$ cat config.mk
export PLATFORM = sky130hd
export DESIGN_NAME = gain_schedule_interpolator
export DESIGN_NICKNAME = d
export VERILOG_FILES = /design/src/hw/rtl/gsi_pkg.sv /design/src/hw/rtl/gsi_ram.sv /design/src/hw/rtl/gsi_ctrl.sv /design/src/hw/rtl/gsi_datapath.sv /design/src/hw/rtl/gain_schedule_interpolator.sv
export SDC_FILE = /design/constraint.sdc
export NUM_CORES = 2
export LEC_CHECK = 0
export BUFFER_PORTS_ARGS = -buffer_cell sky130_fd_sc_hd__buf_4
export CORE_ASPECT_RATIO = 0.9
export CORE_MARGIN = 5
export CORE_UTILIZATION = 40
export CTS_CLUSTER_SIZE = 28
export DETAILED_ROUTE_END_ITERATION = 10
export SLEW_MARGIN = 20
export SYNTH_ARGS = -nofsm -noshare
export SYNTH_HDL_FRONTEND = slang
export SYNTH_SLANG_ARGS = --single-unit
$ cat constraint.sdc
create_clock -name clock -period 26.2 [get_ports clock]
set_input_delay 5.24 -clock clock [delete_from_list [all_inputs] [get_ports clock]]
set_output_delay 5.24 -clock clock [all_outputs]
set_load 0.01 [all_outputs]
$ cat src/hw/rtl/gsi_pkg.sv
// ----------------------------------------------------------------------------
// gsi_pkg - shared types and constants of the gain schedule interpolator
// Table geometry, fixed-point widths, command codes, controller states and
// the command/status bundles between controller and datapath.
// ----------------------------------------------------------------------------
`default_nettype none

package gsi_pkg;

   localparam int MAX_ENTRIES = 16;
   localparam int FRAC_BITS   = 16;
   localparam int WORD_W      = 32;
   localparam int COUNT_W     = 5;
   localparam int INDEX_W     = 4;
   localparam int IDX_W       = $clog2(MAX_ENTRIES);
   localparam int DIFF_W      = WORD_W + 1;
   localparam int PROD_W      = DIFF_W + FRAC_BITS + 1;
   localparam int DIV_CNT_W   = $clog2(FRAC_BITS + 1);
   localparam int MIN_COUNT   = 2;

   // command codes
   localparam logic CMD_WRITE  = 1'b0;
   localparam logic CMD_LOOKUP = 1'b1;

   // region codes
   localparam logic [1:0] REGION_INTERIOR = 2'd0;
   localparam logic [1:0] REGION_FIRST    = 2'd1;
   localparam logic [1:0] REGION_LAST     = 2'd2;

   // gain slots, in output order
   localparam logic [1:0] GAIN_KC = 2'd0;
   localparam logic [1:0] GAIN_TI = 2'd1;
   localparam logic [1:0] GAIN_TD = 2'd2;

   typedef struct packed {
      logic signed [WORD_W-1:0] td;
      logic signed [WORD_W-1:0] ti;
      logic signed [WORD_W-1:0] kc;
      logic signed [WORD_W-1:0] pos;
   } row_type;

   localparam int ROW_W = $bits(row_type);

   typedef enum logic [3:0] {
      ST_IDLE,
      ST_READ_FIRST,
      ST_CHECK_FIRST,
      ST_CHECK_LAST,
      ST_SEARCH,
      ST_PROBE,
      ST_DIV_SETUP,
      ST_DIVIDE,
      ST_SUB,
      ST_MUL,
      ST_ADD,
      ST_RESP
   } state_type;

   typedef enum logic [1:0] {
      RD_FIRST,
      RD_LAST,
      RD_MID
   } rd_sel_type;

   typedef struct packed {
      logic       write_row;
      logic       cap_lookup;
      rd_sel_type rd_sel;
      logic       take_first;
      logic       take_last;
      logic       take_probe;
      logic       clamp_first;
      logic       clamp_last;
      logic       div_setup;
      logic       div_step;
      logic       lerp_sub;
      logic       lerp_mul;
      logic       lerp_add;
   } ctrl_cmd_type;

   typedef struct packed {
      logic z_le_rd;     // z <= position of the row just read
      logic z_lt_rd;     // z <  position of the row just read
      logic span_wide;   // hi - lo > 1
      logic div_done;    // last quotient bit this cycle
      logic gain_done;   // last gain written this cycle
   } dp_status_type;

endpackage

`default_nettype wire

$ cat src/hw/rtl/gsi_ram.sv
// ----------------------------------------------------------------------------
// gsi_ram - generic single-write, single-read RAM
// One write port, one read port, read data registered.
// ----------------------------------------------------------------------------
`default_nettype none

module gsi_ram #(
   parameter int WIDTH = 32,
   parameter int DEPTH = 16
) (
   input  wire logic                     clock,
   input  wire logic                     wr_en,
   input  wire logic [$clog2(DEPTH)-1:0] wr_addr,
   input  wire logic [WIDTH-1:0]         wr_data,
   input  wire logic [$clog2(DEPTH)-1:0] rd_addr,
   output logic      [WIDTH-1:0]         rd_data
);

   logic [WIDTH-1:0] mem_ff [DEPTH];
   logic [WIDTH-1:0] rd_data_ff;

   always_ff @(posedge clock) begin
      if (wr_en) begin
         mem_ff[wr_addr] <= wr_data;
      end
      rd_data_ff <= mem_ff[rd_addr];
   end

   assign rd_data = rd_data_ff;

endmodule

`default_nettype wire

$ cat src/hw/rtl/gsi_ctrl.sv
// ----------------------------------------------------------------------------
// gsi_ctrl - sequencer of the gain schedule interpolator
// Steps a lookup through clamp checks and, unless clamped, binary search, division
// and the three interpolations; row writes complete on the transfer edge.
// ----------------------------------------------------------------------------
`default_nettype none

module gsi_ctrl (
   input  wire logic                   clock,
   input  wire logic                   reset,
   input  wire logic                   start,
   input  wire logic                   req_cmd,
   input  wire gsi_pkg::dp_status_type status,
   output gsi_pkg::ctrl_cmd_type       ctrl,
   output logic                        busy,
   output logic                        rsp_valid
);

   import gsi_pkg::*;

   state_type state_ff;
   state_type state_in;
   logic      accept;

   assign accept = start && (state_ff == ST_IDLE);

   always_ff @(posedge clock) begin
      if (reset) begin
         state_ff <= ST_IDLE;
      end else begin
         state_ff <= state_in;
      end
   end

   // next state
   always_comb begin
      state_in = state_ff;
      unique case (state_ff)
         ST_IDLE: begin
            if (accept && req_cmd == CMD_LOOKUP) begin
               state_in = ST_READ_FIRST;
            end
         end
         ST_READ_FIRST:  state_in = ST_CHECK_FIRST;
         ST_CHECK_FIRST: state_in = status.z_le_rd ? ST_RESP : ST_CHECK_LAST;
         ST_CHECK_LAST:  state_in = status.z_lt_rd ? ST_SEARCH : ST_RESP;
         ST_SEARCH:      state_in = status.span_wide ? ST_PROBE : ST_DIV_SETUP;
         ST_PROBE:       state_in = ST_SEARCH;
         ST_DIV_SETUP:   state_in = ST_DIVIDE;
         ST_DIVIDE:      state_in = status.div_done ? ST_SUB : ST_DIVIDE;
         ST_SUB:         state_in = ST_MUL;
         ST_MUL:         state_in = ST_ADD;
         ST_ADD:         state_in = status.gain_done ? ST_RESP : ST_SUB;
         ST_RESP:        state_in = ST_IDLE;
         default:        state_in = ST_IDLE;
      endcase
   end

   // outputs
   always_comb begin
      ctrl      = '0;
      ctrl.rd_sel = RD_FIRST;
      busy      = 1'b1;
      rsp_valid = 1'b0;
      unique case (state_ff)
         ST_IDLE: begin
            busy            = 1'b0;
            ctrl.write_row  = accept && (req_cmd == CMD_WRITE);
            ctrl.cap_lookup = accept && (req_cmd == CMD_LOOKUP);
         end
         ST_READ_FIRST: ctrl.rd_sel = RD_FIRST;
         ST_CHECK_FIRST: begin
            ctrl.rd_sel      = RD_LAST;
            ctrl.clamp_first = status.z_le_rd;
            ctrl.take_first  = !status.z_le_rd;
         end
         ST_CHECK_LAST: begin
            ctrl.rd_sel     = RD_MID;
            ctrl.clamp_last = !status.z_lt_rd;
            ctrl.take_last  = status.z_lt_rd;
         end
         ST_SEARCH:    ctrl.rd_sel     = RD_MID;
         ST_PROBE:     ctrl.take_probe = 1'b1;
         ST_DIV_SETUP: ctrl.div_setup  = 1'b1;
         ST_DIVIDE:    ctrl.div_step   = 1'b1;
         ST_SUB:       ctrl.lerp_sub   = 1'b1;
         ST_MUL:       ctrl.lerp_mul   = 1'b1;
         ST_ADD:       ctrl.lerp_add   = 1'b1;
         ST_RESP:      rsp_valid       = 1'b1;
         default:      busy            = 1'b1;
      endcase
   end

endmodule

`default_nettype wire

$ cat src/hw/rtl/gsi_datapath.sv
// ----------------------------------------------------------------------------
// gsi_datapath - table, search, divider and interpolator of the block
// Row RAM, bracket registers, restoring divider for the fraction and one
// shared multiplier stepped over the three gains.
// ----------------------------------------------------------------------------
`default_nettype none

module gsi_datapath (
   input  wire logic                           clock,
   input  wire logic                           reset,
   input  wire gsi_pkg::ctrl_cmd_type          ctrl,
   output gsi_pkg::dp_status_type              status,
   input  wire logic [gsi_pkg::COUNT_W-1:0]    csr_wr_data,
   input  wire logic                           csr_wr_en,
   input  wire logic [gsi_pkg::INDEX_W-1:0]    req_entry_index,
   input  wire logic signed [gsi_pkg::WORD_W-1:0] req_z_value,
   input  wire logic signed [gsi_pkg::WORD_W-1:0] req_kc_in,
   input  wire logic signed [gsi_pkg::WORD_W-1:0] req_ti_in,
   input  wire logic signed [gsi_pkg::WORD_W-1:0] req_td_in,
   output logic signed [gsi_pkg::WORD_W-1:0]   rsp_kc_out,
   output logic signed [gsi_pkg::WORD_W-1:0]   rsp_ti_out,
   output logic signed [gsi_pkg::WORD_W-1:0]   rsp_td_out,
   output logic [1:0]                          rsp_region,
   output logic [gsi_pkg::INDEX_W-1:0]         rsp_lower_row
);

   import gsi_pkg::*;

   function automatic logic signed [WORD_W-1:0] pick_gain(row_type r, logic [1:0] g);
      logic signed [WORD_W-1:0] v;
      unique case (g)
         GAIN_KC: v = r.kc;
         GAIN_TI: v = r.ti;
         GAIN_TD: v = r.td;
         default: v = r.kc;
      endcase
      return v;
   endfunction

   // configuration
   logic [COUNT_W-1:0] count_ff;
   logic [IDX_W-1:0]   last_in;

   always_ff @(posedge clock) begin
      if (reset) begin
         count_ff <= COUNT_W'(MIN_COUNT);
      end else if (csr_wr_en) begin
         count_ff <= csr_wr_data;
      end
   end

   always_comb begin
      priority if (int'(count_ff) < MIN_COUNT) begin
         last_in = IDX_W'(MIN_COUNT - 1);
      end else if (int'(count_ff) > MAX_ENTRIES) begin
         last_in = IDX_W'(MAX_ENTRIES - 1);
      end else begin
         last_in = IDX_W'(count_ff - COUNT_W'(1));
      end
   end

   // row memory
   row_type          wr_row;
   logic             wr_en;
   logic [IDX_W-1:0] rd_addr;
   logic [ROW_W-1:0] rd_raw;
   row_type          rd_row;

   logic [IDX_W-1:0] lo_ff, hi_ff, last_ff;
   logic [IDX_W:0]   mid_sum;
   logic [IDX_W-1:0] mid;

   assign wr_row = '{td: req_td_in, ti: req_ti_in, kc: req_kc_in, pos: req_z_value};
   assign wr_en  = ctrl.write_row && (int'(req_entry_index) < MAX_ENTRIES);
   assign mid_sum = {1'b0, lo_ff} + {1'b0, hi_ff};
   assign mid     = mid_sum[IDX_W:1];

   always_comb begin
      unique case (ctrl.rd_sel)
         RD_FIRST: rd_addr = '0;
         RD_LAST:  rd_addr = last_ff;
         RD_MID:   rd_addr = mid;
         default:  rd_addr = '0;
      endcase
   end

   gsi_ram #(
      .WIDTH (ROW_W),
      .DEPTH (MAX_ENTRIES)
   ) u_row_ram (
      .clock   (clock),
      .wr_en   (wr_en),
      .wr_addr (IDX_W'(req_entry_index)),
      .wr_data (ROW_W'(wr_row)),
      .rd_addr (rd_addr),
      .rd_data (rd_raw)
   );

   assign rd_row = row_type'(rd_raw);

   // bracket search
   logic signed [WORD_W-1:0] z_ff;
   row_type                  lo_row_ff, hi_row_ff;

   always_ff @(posedge clock) begin
      if (ctrl.cap_lookup) begin
         z_ff    <= req_z_value;
         last_ff <= last_in;
         lo_ff   <= '0;
         hi_ff   <= last_in;
      end
      if (ctrl.take_first) begin
         lo_row_ff <= rd_row;
      end
      if (ctrl.take_last) begin
         hi_row_ff <= rd_row;
      end
      if (ctrl.take_probe) begin
         if (z_ff < rd_row.pos) begin
            hi_ff     <= mid;
            hi_row_ff <= rd_row;
         end else begin
            lo_ff     <= mid;
            lo_row_ff <= rd_row;
         end
      end
   end

   // fraction: restoring division, one quotient bit per cycle
   logic [WORD_W-1:0]    rem_ff, den_ff;
   logic [FRAC_BITS-1:0] quot_ff;
   logic [DIV_CNT_W-1:0] div_cnt_ff;
   logic [WORD_W:0]      rem_shift;
   logic                 rem_ge;

   assign rem_shift = {rem_ff, 1'b0};
   assign rem_ge    = rem_shift >= {1'b0, den_ff};

   always_ff @(posedge clock) begin
      if (ctrl.div_setup) begin
         rem_ff     <= WORD_W'(z_ff - lo_row_ff.pos);
         den_ff     <= WORD_W'(hi_row_ff.pos - lo_row_ff.pos);
         div_cnt_ff <= '0;
      end else if (ctrl.div_step) begin
         rem_ff     <= rem_ge ? WORD_W'(rem_shift - {1'b0, den_ff}) : WORD_W'(rem_shift);
         quot_ff    <= {quot_ff[FRAC_BITS-2:0], rem_ge};
         div_cnt_ff <= div_cnt_ff + DIV_CNT_W'(1);
      end
   end

   // interpolation, one gain at a time through one multiplier
   logic [1:0]               gain_ff;
   logic signed [DIFF_W-1:0] diff_ff;
   logic signed [WORD_W-1:0] base_ff;
   logic signed [PROD_W-1:0] prod_ff;
   logic signed [WORD_W-1:0] lerp_out;
   logic signed [WORD_W-1:0] kc_ff, ti_ff, td_ff;
   logic [1:0]               region_ff;
   logic [IDX_W-1:0]         lower_ff;

   assign lerp_out = base_ff + prod_ff[FRAC_BITS +: WORD_W];

   always_ff @(posedge clock) begin
      if (ctrl.div_setup) begin
         gain_ff <= GAIN_KC;
      end
      if (ctrl.lerp_sub) begin
         diff_ff <= DIFF_W'(pick_gain(hi_row_ff, gain_ff))
                  - DIFF_W'(pick_gain(lo_row_ff, gain_ff));
         base_ff <= pick_gain(lo_row_ff, gain_ff);
      end
      if (ctrl.lerp_mul) begin
         prod_ff <= diff_ff * $signed({1'b0, quot_ff});
      end
      if (ctrl.lerp_add) begin
         unique case (gain_ff)
            GAIN_KC: kc_ff <= lerp_out;
            GAIN_TI: ti_ff <= lerp_out;
            default: td_ff <= lerp_out;
         endcase
         gain_ff   <= gain_ff + 2'd1;
         region_ff <= REGION_INTERIOR;
         lower_ff  <= lo_ff;
      end
      if (ctrl.clamp_first || ctrl.clamp_last) begin
         kc_ff     <= rd_row.kc;
         ti_ff     <= rd_row.ti;
         td_ff     <= rd_row.td;
         region_ff <= ctrl.clamp_first ? REGION_FIRST : REGION_LAST;
         lower_ff  <= ctrl.clamp_first ? '0 : last_ff;
      end
   end

   assign status.z_le_rd   = z_ff <= rd_row.pos;
   assign status.z_lt_rd   = z_ff < rd_row.pos;
   assign status.span_wide = (hi_ff - lo_ff) > IDX_W'(1);
   assign status.div_done  = int'(div_cnt_ff) == FRAC_BITS - 1;
   assign status.gain_done = gain_ff == GAIN_TD;

   assign rsp_kc_out    = kc_ff;
   assign rsp_ti_out    = ti_ff;
   assign rsp_td_out    = td_ff;
   assign rsp_region    = region_ff;
   assign rsp_lower_row = INDEX_W'(lower_ff);

endmodule

`default_nettype wire

$ cat src/hw/rtl/gain_schedule_interpolator.sv
// Sequence: a row write completes on its transfer edge and leaves busy low.
// A lookup checks the first row and, unless clamped there, the last row,
// strobing its result when clamped; else it binary-searches through the single
// RAM read port, divides for 16 fraction bits and does a subtract, multiply and
// add per gain on one multiplier; next request is taken the cycle after the strobe.
// Reset: synchronous, active high; entry_count returns to 2, table contents kept.
// ----------------------------------------------------------------------------
// gain_schedule_interpolator - piecewise linear gain schedule lookup
// Breakpoint table of rows (position, kc, ti, td); a lookup clamps to the end
// rows or binary-searches the bracket and interpolates the three gains.
// ----------------------------------------------------------------------------
`default_nettype none

module gain_schedule_interpolator (
   input  wire logic                              clock,
   input  wire logic                              reset,
   // configuration
   input  wire logic                              csr_wr_en,
   input  wire logic [gsi_pkg::COUNT_W-1:0]       csr_wr_data,
   // request channel
   input  wire logic                              start,
   output logic                                   busy,
   input  wire logic                              req_cmd,
   input  wire logic [gsi_pkg::INDEX_W-1:0]       req_entry_index,
   input  wire logic signed [gsi_pkg::WORD_W-1:0] req_z_value,
   input  wire logic signed [gsi_pkg::WORD_W-1:0] req_kc_in,
   input  wire logic signed [gsi_pkg::WORD_W-1:0] req_ti_in,
   input  wire logic signed [gsi_pkg::WORD_W-1:0] req_td_in,
   // result channel, one strobed cycle per lookup
   output logic                                   rsp_valid,
   output logic signed [gsi_pkg::WORD_W-1:0]      rsp_kc_out,
   output logic signed [gsi_pkg::WORD_W-1:0]      rsp_ti_out,
   output logic signed [gsi_pkg::WORD_W-1:0]      rsp_td_out,
   output logic [1:0]                             rsp_region,
   output logic [gsi_pkg::INDEX_W-1:0]            rsp_lower_row
);

   import gsi_pkg::*;

   ctrl_cmd_type  ctrl;
   dp_status_type status;

   // Sequencer: owns the only state that reset clears besides the row count.
   gsi_ctrl u_ctrl (
      .clock     (clock),
      .reset     (reset),
      .start     (start),
      .req_cmd   (req_cmd),
      .status    (status),
      .ctrl      (ctrl),
      .busy      (busy),
      .rsp_valid (rsp_valid)
   );

   // Datapath: row RAM, bracket registers, divider, shared multiplier and
   // the result registers, which keep their values until the next lookup writes them.
   gsi_datapath u_datapath (
      .clock           (clock),
      .reset           (reset),
      .ctrl            (ctrl),
      .status          (status),
      .csr_wr_data     (csr_wr_data),
      .csr_wr_en       (csr_wr_en),
      .req_entry_index (req_entry_index),
      .req_z_value     (req_z_value),
      .req_kc_in       (req_kc_in),
      .req_ti_in       (req_ti_in),
      .req_td_in       (req_td_in),
      .rsp_kc_out      (rsp_kc_out),
      .rsp_ti_out      (rsp_ti_out),
      .rsp_td_out      (rsp_td_out),
      .rsp_region      (rsp_region),
      .rsp_lower_row   (rsp_lower_row)
   );

endmodule

`default_nettype wire

# ---- After elaboration in Yosys (flattened, before gate mapping)
# Memories as Yosys holds them, arrays and structs flattened. A register that Yosys moved wholly into a read port is not among the register bits.
# Index checks and enable logic that the tools add are counted.
# Widths: inputs -> output; s select.
dict set report totals {
  output_inout_bits 104
  elab_cells 146
  input_bits 142
  ff_bits 611
  memories 1
  ram_bits 2048
}
dict set report classes {
  n_mux 62
  bitwise 2
  n_eq_ne 18
  n_reduce_logical 19
  n_lt_le_gt_ge 6
  mul 1
  n_addsub 10
}
# name words word_bits read_ports rd_clocked_by_memory_dff wr line
set mem_list {}
lappend mem_list {u_datapath.u_row_ram.mem_ff 16 128 1 1 1 gsi_ram.sv:19} ;# logic [WIDTH-1:0] mem_ff [DEPTH];
# cell n
set ops {}
lappend ops {{$mux 128} 6}
lappend ops {{$mux 32} 14}
lappend ops {{$pmux 32 s2} 2}
lappend ops {{$sub 32x32->32} 3}
lappend ops {{$mux 4} 15}
lappend ops {{$mul 33x17->48} 1}
lappend ops {{$pmux 4 s11} 1}
lappend ops {{$ge 33x32->1} 1}
lappend ops {{$sub 32x32->33} 1}
lappend ops {{$add 32x32->32} 1}
lappend ops {{$le 32x32->1} 1}
lappend ops {{$lt 32x32->1} 1}
lappend ops {{$eq 4x3->1 const B} 4}
lappend ops {{$eq 4x4->1 const B} 4}
lappend ops {{$mux 2} 8}
lappend ops {{$mux 1} 14}
lappend ops {{$reduce_bool 2->1} 5}
lappend ops {{$eq 4x2->1 const B} 2}
lappend ops {{$pmux 4 s2} 1}
lappend ops {{$reduce_and 2->1} 4}
lappend ops {{$add 4x4->5} 1}
lappend ops {{$add 5x1->5 const B} 1}
lappend ops {{$eq 5x5->1 const B} 1}
lappend ops {{$gt 5x5->1 const B} 1}
lappend ops {{18 further kinds} 25}

# ---- Logic depth before layout (Yosys ltp)
dict set report depth {
  word_depth 7
  ltp_mapped 26
  depth_no_buf 24
}

# ---- Modules after synthesis
# From an unflattened synthesis, not the netlist that was laid out.
dict set report hier_totals {
  hier_cells 8159
  area_unflattened_um2 127705.0
}
# mod instances seq_area_each_um2 area_each_um2 cells_per_inst
set modules_own_cells {}
lappend modules_own_cells {gsi_ram 1 64061.4 79331.1 3365}
lappend modules_own_cells {gsi_datapath 1 15004.4 47943.5 4730}
lappend modules_own_cells {gsi_ctrl 1 80.1 430.4 64}

# ---- Worst setup path before layout
# No wires, ideal clock.
dict set report synth_timing {
  path_kind {input port to flip-flop}
  from {in start}
  to {mem u_datapath.u_row_ram.mem_ff[0][0] (netlist bit) (enable)}
  arrival_time_ns 14.598
  slack_ns 10.828
  cell_stages 4
  setup_time_ns 0.774
  n_path_buf 0
  required_ns 25.426
  cell_sequence {nand2_1 > or2_2 > or3_1 > nor3_1}
}
dict set report synth_between {
  elab_chain_len 5
}
# item line
set synth_rtl {}
lappend synth_rtl {{from (decl)} gain_schedule_interpolator.sv:21} ;# input wire logic start,
lappend synth_rtl {{$logic_and 1x1->1} gsi_ctrl.sv:25} ;# assign accept = start && (state_ff == ST_IDLE);
lappend synth_rtl {{$logic_and 1x1->1} gsi_ctrl.sv:68} ;# ctrl.write_row = accept && (req_cmd == CMD_WRITE);
lappend synth_rtl {{$mux 2} gsi_ctrl.sv:65} ;# unique case (state_ff)
lappend synth_rtl {{$mux 1} gsi_ram.sv:23} ;# if (wr_en) begin
lappend synth_rtl {{$mux 1 (not written as such)} gsi_ram.sv:24} ;# mem_ff[wr_addr] <= wr_data;
lappend synth_rtl {{to (decl)} gsi_ram.sv:19}
# No other way between the ends.

# ---- Worst setup path after layout
dict set report layout_timing {
  from {in start}
  to {mem u_datapath.u_row_ram.mem_ff[0][48] (netlist bit) (enable)}
}
# Same word-level chain as after synthesis.

==> reports/metrics.csv <==
metric;value;unit
Worst Path Max Fanout;46;
final hold violations;0;
Synth Register Bits;2771;
share of the synthesized area in the top cell type;60.6;%
post-route cell area;146000;sq um
Peak VDD IR;44.8;uV
Seq/Total Area, Yosys;63.0;%
# DRC;0;
GPL Wtd Cong;0.837;
GRT overflow;0;
syn avg cell area;14.9;sq um
Synth area leader;edfxtp_1;
RSZ-0062 raised after global routing;no;
synth-to-layout area growth;12.5;%
ys async rst share;0;%
synthesized cell area;130000;sq um
std cell rows;198;
Post-Synthesis Cells;8719;
vias per inst;5.39;
vias in the first global route;74377;
deepest clock path buffer count;4;
Buffers on Ports;245;
Main synth FF type;edfxtp_1;
count leader, synth;edfxtp_1;
DR iter-0 viols;6366;
Clock Power Share;43.7;%
Sequential Power Share;52.6;%
hold buffers post-CTS;0;
total setup buffers inserted after CTS;0;
CP Capture Type;flop;
# nets final;9909;
Starting Density;40.1;%
crit-path max cell delay;0.84;ns
Comb power frac;3.7;%
Synth warnings;0;
die extent in x;610;microns
status;finished, final reports clean;
slew margin rel.;16.6;%
Worst setup SP type;input pin;
H-Tree Depth;5;
endpoints failing setup;0;
gr usage total;19.6;%
Core ar.;323000;sq um
crit-path cells;buf_4 > nand2_1 > or2_2 > or3_1 > nor3_2 > buf_4 > buf_4 > buf_4;
Routed Antenna Nets;0;
final setup margin;17.88;ns
Worst-Skew Late Latency;0.89;ns
Fmax achieved;120;MHz
cell mode on critical path;buf_4;
synth unique cells;99;
Lkg Pwr;52.5;nW
CP max stage cell;buf_4;
wire per inst;24.6;microns
pre-CTS setup slack;17.03;ns
Chip Height;550;microns
commonest cells in the netlist;2621 x edfxtp_1, 1098 x nand2_1, 729 x inv_1;
largest net degree at the start of global routing;208;
Hold Crit Class;reg2reg;
syn_nets;9673;
total of fill cells in the finished design;28098;
Clock Pin Slew Worst Setup and Hold Paths;0.06;ns
Req. time, crit path;26.66;ns
EDFF count, synth;2621;
P_sw;1.96;mW
number of buffers created by CTS;294;
number of max-cap violations;0;
first-pass GRT wire length;495000;microns
initial antenna violation count;76;
CTS Sinks;2771;
Sw Ratio;21.0;%
Fin Setup TNS;0;ns
fin crit share;31.7;%
DP HPWL;215000;microns
ranking of synthesized cells by area;edfxtp_1 61%, fa_1 7.7%, mux4_2 7.5%, nand2_1 3.2%, ha_1 3.0%;
minimum clock period;8.32;ns
CTS root buf;clkbuf_16;
Int Power;7.36;mW
Fin Clk Skew;0.0734;ns
max-slew violation count;0;
area post-placement;136000;sq um
post-CTS sizing;0;
wirelength, routed;332000;microns
PwrDens;63.8;nW/um^2
1st-pass router iterations;6;
routed via count;72915;
Slew @ Worst Pin;1.25;ns
clock tree from TritonCTS;built;
share of cells above drive strength 1;14.1;%
Top Ports;246;
WS Path Type;in2reg;
CP arrival;8.77;ns
die area;336000;sq um
critical path: cells and delay by family:
| kind | cells | cell delay (ns) |
|---|---|---|
| simple gates | 4 | 1.09 |
| buf+inv | 4 | 2.29 |
registers in the layout (all words and copies together) (netlist names), 5 cells and up, named ones only:
| register | cells |
|---|---|
| u_datapath.diff_ff | 33 |
| u_datapath.prod_ff | 32 |
| u_datapath.rem_ff | 32 |
| u_datapath.u_row_ram.mem_ff | 2048 |
| u_datapath.den_ff | 32 |
| u_datapath.rsp_ti_out | 32 |
| u_datapath.base_ff | 32 |
| u_datapath.div_cnt_ff | 5 |
| u_datapath.rsp_kc_out | 32 |
| u_datapath.u_row_ram.rd_data | 128 |
| u_datapath.count_ff | 5 |
| u_datapath.z_ff | 32 |
| u_datapath.rsp_td_out | 32 |
| u_datapath.quot_ff | 16 |
cells in the final DEF (no fill, tap or decap), drive strengths merged, types with 141 or more instances in the layout:
cell type / count
edfxtp: 2621
and2: 564
fa: 496
ha: 316
a31oi: 141
nand2: 1099
dfxtp: 150
a21o: 155
inv: 751
buf: 355
nor2: 245
a21oi: 242
mux4: 432
clkbuf: 390
cell families (layout without fill, tap and decap cells):
logic type      after synthesis  in the layout  synth area share [%]
fa+ha+maj                   812            812                  10.7
simple gates               2290           2290                  8.37
flops                      2771           2771                  63.0
other cells                   0             30                     0
mux                         450            450                  7.64
compound gates             1072           1072                  5.61
buf+inv                    1147           1623                  3.52
xor+xnor                    177            177                  1.19
through the flow:
step | power, mW | hold WS [ns] | utilization (%) | std cells
finish | 9.31 | 0.481 | 45.2 | 13525
global route | 9.62 | 0.514 | 45.1 | 13510
CTS | 9.40 | 0.487 | 45.1 | 13493
detailed placement | 5.34 | 0.478 | 42.2 | 12957
global placement | 5.33 | 0.464 | 42.2 | 12957
floorplan | 5.19 | 0.424 | - | 8719
path summary, 6_finish.rpt:
path | from | endpoint | slack [ns] | cells past startpoint
max | start | u_datapath.u_row_ram.mem_ff[0][48] | 17.88 | 8
min | u_datapath.lo_ff[2] | u_datapath.lo_ff[2] | 0.48 | 2
max reg2reg | u_datapath.quot_ff[5] | u_datapath.prod_ff[47] | 18.78 | 24
min reg2reg | u_datapath.lo_ff[2] | u_datapath.lo_ff[2] | 0.48 | 2
power by group through the flow:
stage | logic (mW) | clock network, mW | registers [mW]
finish | 0.346 | 4.07 | 4.90
floorplan | 0.199 | 0 | 4.99
detailed placement | 0.345 | 0 | 4.99
CTS | 0.350 | 4.15 | 4.90
global placement | 0.339 | 0 | 4.99
global route | 0.387 | 4.33 | 4.90
per-layer routing:
layer | GRT usage, % | routed length (microns) | up-vias
met4 | 6.84 | 11400 | 26
met3 | 2.67 | 20000 | 519
met5 | 0 | 177 | -
li1 | - | - | 32288
met1 | 27.2 | 142000 | 37731
met2 | 31.8 | 159000 | 2351
area by class of cell:
| class | instances | area, sq um | area share [%] |
|---|---|---|---|
| sequential | 2771 | 81700 | 56.0 |
| multi-input combinational | 4801 | 43800 | 30.0 |
| tap | 4300 | 5380 | 3.69 |
| timing repair buffer | 355 | 2870 | 1.97 |
| antenna | 30 | 75.1 | 0.0514 |
| clock inverter | 146 | 1390 | 0.955 |
| clock buffer | 390 | 8030 | 5.50 |
| inverter | 732 | 2750 | 1.88 |
No activity file was read; power rests on OpenSTA's default activity.
